--- src/hdl/efps_pkg.sv ---
package efps_pkg;

  localparam int unsigned MAX_POINTS_DEF = 1024;
  localparam int unsigned MAX_HULL_DEF   = 16;
  localparam int unsigned SMALL_SET      = 4;
  localparam int unsigned NUM_EXT        = 6;
  localparam int unsigned COORD_W        = 16;
  localparam int unsigned LIMIT_W        = 5;
  localparam int unsigned LIMIT_RST      = 16;
  localparam int unsigned EMIT_W         = 7;
  // read register plus four distance stages
  localparam int unsigned DIST_LAT       = 5;

  typedef logic signed [COORD_W-1:0] coord_t;

  typedef enum logic [2:0] {
    ST_LOAD,
    ST_SCAN,
    ST_DRAIN,
    ST_PICK,
    ST_PUT
  } state_e;

  typedef enum logic [1:0] {
    PH_SMALL,
    PH_EXT,
    PH_CHAIN
  } phase_e;

  typedef struct packed {
    logic clear;
    logic shift;
  } cell_ctl_t;

endpackage

--- src/hdl/efps_cell.sv ---
module efps_cell #(
  parameter int unsigned DIST_W = 58,
  parameter int unsigned IDX_W  = 10
) (
  input  logic              clk_i,
  input  logic              rst_ni,
  input  efps_pkg::cell_ctl_t ctl_i,
  input  logic              in_vld_i,
  input  logic [DIST_W-1:0] in_dist_i,
  input  logic [IDX_W-1:0]  in_idx_i,
  input  logic              nxt_vld_i,
  input  logic [DIST_W-1:0] nxt_dist_i,
  input  logic [IDX_W-1:0]  nxt_idx_i,
  output logic              hold_vld_o,
  output logic [DIST_W-1:0] hold_dist_o,
  output logic [IDX_W-1:0]  hold_idx_o,
  output logic              pass_vld_o,
  output logic [DIST_W-1:0] pass_dist_o,
  output logic [IDX_W-1:0]  pass_idx_o
);
  import efps_pkg::*;

  logic              hold_vld_q, pass_vld_q;
  logic [DIST_W-1:0] hold_dist_q, pass_dist_q;
  logic [IDX_W-1:0]  hold_idx_q, pass_idx_q;
  logic              beats;

  // farther first, equal distance goes to the higher index
  assign beats = (in_dist_i > hold_dist_q) ||
                 ((in_dist_i == hold_dist_q) && (in_idx_i > hold_idx_q));

  always_ff @(posedge clk_i or negedge rst_ni) begin
    if (!rst_ni) begin
      hold_vld_q <= 1'b0;
      pass_vld_q <= 1'b0;
    end else if (ctl_i.clear) begin
      hold_vld_q <= 1'b0;
      pass_vld_q <= 1'b0;
    end else if (ctl_i.shift) begin
      hold_vld_q <= nxt_vld_i;
      pass_vld_q <= 1'b0;
    end else if (in_vld_i) begin
      hold_vld_q <= 1'b1;
      pass_vld_q <= hold_vld_q;
    end else begin
      pass_vld_q <= 1'b0;
    end
  end

  always_ff @(posedge clk_i) begin
    if (!ctl_i.clear) begin
      if (ctl_i.shift) begin
        hold_dist_q <= nxt_dist_i;
        hold_idx_q  <= nxt_idx_i;
      end else if (in_vld_i) begin
        if (!hold_vld_q || beats) begin
          hold_dist_q <= in_dist_i;
          hold_idx_q  <= in_idx_i;
          pass_dist_q <= hold_dist_q;
          pass_idx_q  <= hold_idx_q;
        end else begin
          pass_dist_q <= in_dist_i;
          pass_idx_q  <= in_idx_i;
        end
      end
    end
  end

  assign hold_vld_o  = hold_vld_q;
  assign hold_dist_o = hold_dist_q;
  assign hold_idx_o  = hold_idx_q;
  assign pass_vld_o  = pass_vld_q;
  assign pass_dist_o = pass_dist_q;
  assign pass_idx_o  = pass_idx_q;

endmodule

--- config.mk ---
export PLATFORM = sky130hd
export DESIGN_NAME = efps_cell
export DESIGN_NICKNAME = d
export VERILOG_FILES = /design/src/hdl/efps_pkg.sv /design/src/hdl/efps_cell.sv
export SDC_FILE = /design/constraint.sdc
export NUM_CORES = 1
export LEC_CHECK = 0
export ABC_AREA = 1
export BUFFER_PORTS_ARGS = -buffer_cell sky130_fd_sc_hd__buf_2
export CAP_MARGIN = 5
export CORE_AREA = 2 2 128 161
export CTS_CLUSTER_SIZE = 40
export DETAILED_ROUTE_END_ITERATION = 6
export DIE_AREA = 0 0 130 163
export PLACE_DENSITY = 0.64
export RECOVER_POWER = 25
export SYNTH_ARGS = -nofsm -noshare
export SYNTH_HDL_FRONTEND = slang
export SYNTH_SLANG_ARGS = --single-unit
--- constraint.sdc ---
create_clock -name clk_i -period 6.45 [get_ports clk_i]
set_input_delay 0.3225 -clock clk_i [delete_from_list [all_inputs] [get_ports clk_i]]
set_output_delay 0.3225 -clock clk_i [all_outputs]
set_load 0.03 [all_outputs]
==> results.json, run 1 <==
{
  "critPathMaxFanout": 73,
  "synth_top_area_share_pct": 53.0,
  "clock-sinks": 138,
  "status": "complete, but fails checks",
  "synth_commonest_cells": "nand2_1, inv_1, edfxtp_1",
  "min_period_over_period_pct": 65.5,
  "r2r_slack_ns": 2.49,
  "required_ns": 6.49,
  "slew_headroom_pct": -91.3,
  "arrival_ns": 4.27,
  "max-clock-path-buffers": 2,
  "worst_r2r_endpoint": "hold_dist_o[55]$_DFFE_PP_",
  "tritoncts": "built",
  "synthCells": 817,
  "violations": "capacitance limit, slew limit",
  "fmax_mhz": 237,
  "tightest_slew_ns": 2.87,
  "first_global_vias": 6229,
  "fin_tns_setup_ns": 0,
  "diodes": 0,
  "grt_max_degree": 88,
  "port_buffers": 279,
  "r2r_cells": 13,
  "endpoint": "hold_dist_o[55]$_DFFE_PP_",
  "clkTransAtPathRegs_ns": 0.05,
  "final_nets": 1300,
  "slew_viol_final": 74,
  "routed_via_density": 4.62,
  "end_kind": "flip-flop",
  "leakagePower_nw": 4.67,
  "fin_ws_ns": 2.22,
  "ys_async_sr_fraction_pct": 1.45,
  "clock-skew-final_ns": 0.0114,
  "synth_most_common_cell": "nand2_1",
  "avgSynthCellArea_um2": 9.44,
  "drive_above_1_share_pct": 24.4,
  "vias": 6342,
  "hpwl_um": 14900,
  "hp-class": "input pin to flip-flop",
  "crit_start": "ctl_i[0]",
  "finalSetupViolCount": 0,
  "synth-seq-cells": 138,
  "place_congestion": 0.851,
  "cap_violations": 1,
  "die_h_um": 163,
  "die_x_um": 130,
  "rsz0062_at_grt": "false",
  "synthesis.nets": 1027,
  "rows": 58,
  "dr.first_iter.drc_count": 303,
  "worstSkewPairLatency_ns": 0.42,
  "syn2layout_area_growth_pct": 26.7,
  "grt_overflow": 0,
  "cts_resized": 0,
  "crit_type": "input pin to flip-flop",
  "synth_ff_type": "edfxtp_1",
  "synth_cell_types": 29,
  "clockRootBuffer": "clkbuf_16",
  "ys_seq_area_share_pct": 53.6,
  "peakVddDrop_uv": 158,
  "pre_cts_ws_ns": 2.47,
  "cts_inserted_buffers": 17,
  "drc": 0,
  "antenna_found_initial": 0,
  "wirelength_um": 20200,
  "fill_cells": 1974,
  "htree_levels": 4,
  "grtUsageTotal_pct": 19.0,
  "r2r_start": "hold_dist_o[57]$_DFFE_PP_",
  "yosysTopAreaCell": "edfxtp_1",
  "power_per_cell_area_nw_per_um2": 248,
  "fin_crit_ns": 4.23,
  "initial_core_util_pct": 38.9,
  "synth_area_um2": 7710,
  "ant_nets": 0,
  "ios": 280,
  "core_area_um2": 19800,
  "worstHoldStart": "nxt_vld_i",
  "die_area_um2": 21200,
  "yosysWarnings": 0,
  "grt_pass1_wl_um": 31000,
  "firstDrtPassIters": 4,
  "hold_viol_final": 0,
  "ys_top_cells_by_area": "edfxtp_1, ha_1, nand2_1",
  "start_kind": "input pin",
  "routedWlPerCell_um": 14.7,
  "synth_edf_count": 136
}
[cell type report]
cell class	instances	area, µm²	area share (%)
inverters	150	563	5.76
flip-flops and latches	138	4130	42.3
well taps	270	338	3.46
repair buffers	283	1350	13.8
clock inverters	13	104	1.06
multi-input cells	500	2860	29.2
clock buffers	18	429	4.39
[stage by stage]
stage               area [µm²]  power [mW]  hold slack (ns)  util, %  instances
CTS                       9860        2.45            0.136     49.8       1372
global route              9770        2.54            0.172     49.3       1372
global placement          9310        1.54            0.112     47.0       1340
finish                    9770        2.43            0.154     49.3       1372
floorplan                 7710        1.40           0.0269        -        817
detailed placement        9310        1.55            0.113     47.0       1340
[what timing repair did]
item,4_1_cts,5_1_grt
endpoints found under the setup margin,0,0
buffers inserted,0,0
hold buffers,1,0
endpoints found under the hold margin,2,0
[cell families (layout without fill, tap and decap cells)]
kind of cell	count (synthesis)	count (layout)	share of synthesized area [%]
buf+inv	179	464	9.44
fa+ha+maj	68	68	11.0
flops	138	138	53.6
simple gates	249	249	13.3
compound gates	183	183	12.6
[state kept, by name, summed over array words and instances (netlist names)]
signal	cells
hold_dist_o	58
hold_idx_o	10
hold_vld_o	1
pass_dist_o	58
pass_idx_o	10
pass_vld_o	1
[worst min-delay path by stage]
| stage | to | slack (ns) | cells past startpoint |
|---|---|---|---|
| 2_1_floorplan | hold_vld_o$_DFFE_PN0P_ | 0.03 | 0 |
| 3_3_place_gp | pass_vld_o$_DFF_PN0_ | 0.11 | 1 |
| 3_5_place_dp | pass_vld_o$_DFF_PN0_ | 0.11 | 1 |
| 4_1_cts | hold_vld_o$_DFFE_PN0P_ | 0.14 | 3 |
| 5_1_grt | hold_vld_o$_DFFE_PN0P_ | 0.17 | 3 |
| 6_report | hold_vld_o$_DFFE_PN0P_ | 0.15 | 3 |
[per-layer routing]
layer	wire [µm]	share of wire (%)	global-route usage, %
met5	0	0	0
met2	10000	50	32.4
met3	1100	5.5	4.93
met1	8540	42	22.9
met4	514	2.6	7.28
[cells in the final DEF, fill, tap and decap left out, types with 2 or more instances in the layout]
master        n
a21o_1        2
a21oi_1      30
buf_2       212
buf_4         3
clkbuf_1     68
clkbuf_16    17
clkinv_1      4
clkinv_2      2
clkinvlp_4    3
dfrtp_1       2
edfxtp_1    136
ha_1         68
inv_1       150
inv_6         2
nand2_1     188
nand2_2      11
nand3_1       9
nand4_1       7
nor2_1       21
nor2_2        4
nor3_1        2
o21a_1        3
o21ai_0     104
o21ai_1      32
o21ai_2      10
[power by group]
group          leakage [nW]  internal (mW)  total (mW)  switching, mW
Combinational          3.11          0.145       0.439          0.294
Sequential             1.31           1.06        1.09         0.0291
Clock                 0.253          0.523       0.903          0.380
[critical path: stages]
cell and delay [ns]:
clkbuf_1 1.98, nor2_1 0.43, nor2_4 0.74, buf_4 0.67
Note: power is estimated with default switching activity, not from simulation.
==> inputs of run 2 (changes only) <==
--- a/config.mk
+++ b/config.mk
@@ -5,13 +5,13 @@
 export SDC_FILE = /design/constraint.sdc
 export NUM_CORES = 1
 export LEC_CHECK = 0
-export ABC_AREA = 1
+export ABC_AREA = 0
 export BUFFER_PORTS_ARGS = -buffer_cell sky130_fd_sc_hd__buf_2
 export CAP_MARGIN = 5
-export CORE_AREA = 2 2 128 161
+export CORE_AREA = 2 2 127 160
 export CTS_CLUSTER_SIZE = 40
 export DETAILED_ROUTE_END_ITERATION = 6
-export DIE_AREA = 0 0 130 163
+export DIE_AREA = 0 0 129 162
 export PLACE_DENSITY = 0.64
 export RECOVER_POWER = 25
 export SYNTH_ARGS = -nofsm -noshare
==> constraint.sdc (replaced) <==
create_clock -name clk_i -period 4.4 [get_ports clk_i]
set_input_delay 0.22 -clock clk_i [delete_from_list [all_inputs] [get_ports clk_i]]
set_output_delay 0.22 -clock clk_i [all_outputs]
set_load 0.03 [all_outputs]
==> run 2 against run 1 <==
The run still ends with capacitance limit, slew limit left. Clock power up 66%. Sequential cell count stayed put. Global-route usage decreased by 0.52 points. Clock skew fell by 0.0017 ns. Via count fell by 14%. Critical path type is now flip-flop to flip-flop. First-iteration DRC count shrank 12%. Sequential share of layout area down 0.54 points. Critical path depth rose by 4. Synthesized area down 0.89%. Highest routed layer unchanged.
==> results.json, run 2 <==
{
  "dr.first_iter.drc_count": 268,
  "r2r_cells": 8,
  "worstSkewPairLatency_ns": 0.42,
  "place_congestion": 0.790,
  "synth_most_common_cell": "edfxtp_1",
  "rows": 57,
  "avgSynthCellArea_um2": 13.8,
  "grt_pass1_wl_um": 29300,
  "rsz0062_at_grt": "false",
  "ios": 280,
  "ys_top_cells_by_area": "edfxtp_1, mux2_2, ha_1",
  "finalSetupViolCount": 0,
  "fin_crit_ns": 3.48,
  "tritoncts": "built",
  "yosysWarnings": 0,
  "status": "complete, but fails checks",
  "synth-seq-cells": 138,
  "grtUsageTotal_pct": 18.5,
  "max-clock-path-buffers": 2,
  "yosysTopAreaCell": "edfxtp_1",
  "r2r_start": "hold_dist_o[56]$_DFFE_PP_",
  "routed_via_density": 4.84,
  "grt_overflow": 0,
  "arrival_ns": 3.50,
  "start_kind": "flip-flop",
  "final_common_cell": "buf_2",
  "synth_cell_types": 39,
  "drc": 0,
  "ys_async_sr_fraction_pct": 1.45,
  "firstDrtPassIters": 4,
  "clock-skew-final_ns": 0.00976,
  "clkTransAtPathRegs_ns": 0.06,
  "r2r_slack_ns": 0.92,
  "violations": "capacitance limit, slew limit",
  "hp-class": "input pin to flip-flop",
  "final_nets": 1053,
  "synth_ff_type": "edfxtp_1",
  "antenna_found_initial": 2,
  "synth_area_um2": 7640,
  "synthesis.nets": 764,
  "initial_core_util_pct": 39.5,
  "crit_type": "flip-flop to flip-flop",
  "min_period_over_period_pct": 79.0,
  "drive_above_1_share_pct": 44.2,
  "synthCells": 554,
  "ant_nets": 0,
  "worst_r2r_endpoint": "hold_dist_o[53]$_DFFE_PP_",
  "tightest_slew_ns": 2.27,
  "die_h_um": 162,
  "hold_viol_final": 0,
  "required_ns": 4.43,
  "endpoint": "hold_dist_o[53]$_DFFE_PP_",
  "fmax_mhz": 288,
  "end_kind": "flip-flop",
  "synth_edf_count": 136,
  "hpwl_um": 14300,
  "first_global_vias": 5518,
  "htree_levels": 4,
  "wirelength_um": 19200,
  "clockRootBuffer": "clkbuf_16",
  "ys_seq_area_share_pct": 54.1,
  "synth_commonest_cells": "edfxtp_1, mux2_2, inv_1",
  "port_buffers": 279,
  "clock-sinks": 138,
  "vias": 5433,
  "slew_headroom_pct": -51.3,
  "grt_max_degree": 69,
  "die_area_um2": 20900,
  "cts_inserted_buffers": 17,
  "crit_start": "hold_dist_o[56]$_DFFE_PP_",
  "layout_common_cells": "buf_2, edfxtp_1, mux2_2, inv_1, clkbuf_1",
  "routedWlPerCell_um": 17.2,
  "worstHoldStart": "nxt_vld_i",
  "total_power_mw": 3.79,
  "fin_tns_setup_ns": 0,
  "syn2layout_area_growth_pct": 29.5,
  "critPathMaxFanout": 68,
  "slew_viol_final": 39,
  "die_x_um": 129,
  "cap_violations": 1,
  "synth_top_area_share_pct": 53.4,
  "leakagePower_nw": 4.22,
  "core_area_um2": 19300,
  "peakVddDrop_uv": 232,
  "power_per_cell_area_nw_per_um2": 383
}
## run 2: changes by cell type after synthesis, moves of 4 or more
cell	delta
buf_2	-5
clkbuf_1	-7
inv_1	-77
mux2_2	+114
mux2_4	+20
nand2_1	-169
nand2_2	-11
nand4_1	+7
nor2_1	-17
nor2_2	-4
nor4_1	+5
o21ai_0	-93
o21ai_1	-32
o21ai_2	-9
## run 2: final cells by class
cell class / count / area (µm²)
timing repair buffer: 285 / 1370
clock inverter: 13 / 176
clock buffer: 18 / 429
fill: 1817 / 9430
antenna: 2 / 5.00
tap: 265 / 332
inverter: 73 / 274
sequential: 138 / 4130
multi-input combinational: 328 / 3180
## run 2: logic make-up after synthesis
| group | count (synthesis) | share of synthesized area [%] |
|---|---|---|
| adders and majority gates | 68 | 11.1 |
| muxes | 134 | 20.7 |
| DFF | 138 | 54.1 |
| and+or+nand+nor | 66 | 4.49 |
| buffers and inverters | 88 | 4.68 |
| AOI/OAI and AO/OA | 60 | 4.86 |
## run 2: how the worst min path moves through the flow
| stage | end | slack (ns) | cells past startpoint |
|---|---|---|---|
| after global placement | pass_vld_o$_DFF_PN0_ | 0.02 | 1 |
| after floorplan | hold_vld_o$_DFFE_PN0P_ | -0.08 | 0 |
| final | hold_vld_o$_DFFE_PN0P_ | 0.09 | 3 |
| after global routing | hold_vld_o$_DFFE_PN0P_ | 0.08 | 3 |
| after detailed placement | pass_vld_o$_DFF_PN0_ | 0.02 | 1 |
| after CTS | hold_vld_o$_DFFE_PN0P_ | 0.07 | 3 |
## run 2: report_power, final
| part | switching (mW) | total (mW) | internal [mW] |
|---|---|---|---|
| clock network | 0.559 | 1.50 | 0.941 |
| logic | 0.407 | 0.694 | 0.287 |
| registers | 0.0432 | 1.60 | 1.56 |
| total | 1.01 | 3.79 | 2.78 |
## run 2: critical path, stage by stage, from the launching register on
cell and delay [ns]:
edfxtp_1 0.37, inv_1 0.06, ha_1 0.30, nand4_1 0.20, or4_1 0.63, nor4_1 0.41, nand4_1 0.13, or2_2 0.30
a32o_4 0.64
## run 2: what timing repair did
action,CTS,global route
endpoints found under the hold margin,3,0
hold buffers,2,0
gates resized for setup,0,0
buffers inserted,0,0
## run 2: per-layer routing
| metal | routed length (µm) | global-route usage, % | vias up |
|---|---|---|---|
| met3 | 1060 | 4.48 | 20 |
| li1 | - | - | 2668 |
| met2 | 9950 | 32.5 | 184 |
| met1 | 7930 | 21.8 | 2561 |
| met5 | 0 | 0 | - |
| met4 | 300 | 6.87 | 0 |
## run 2: stage by stage
| stage | instance area, µm² | setup WS [ns] | std cells | hold slack (ns) | util, % |
|---|---|---|---|---|---|
| after detailed placement | 9360 | 0.879 | 1087 | 0.0224 | 48.4 |
| after global placement | 9360 | 0.844 | 1087 | 0.0203 | 48.4 |
| final | 9900 | 0.925 | 1122 | 0.0914 | 51.2 |
| after CTS | 9980 | 0.859 | 1120 | 0.0741 | 51.6 |
| after global routing | 9890 | 0.654 | 1121 | 0.0826 | 51.2 |
| after floorplan | 7640 | 0.157 | 554 | -0.0756 | - |
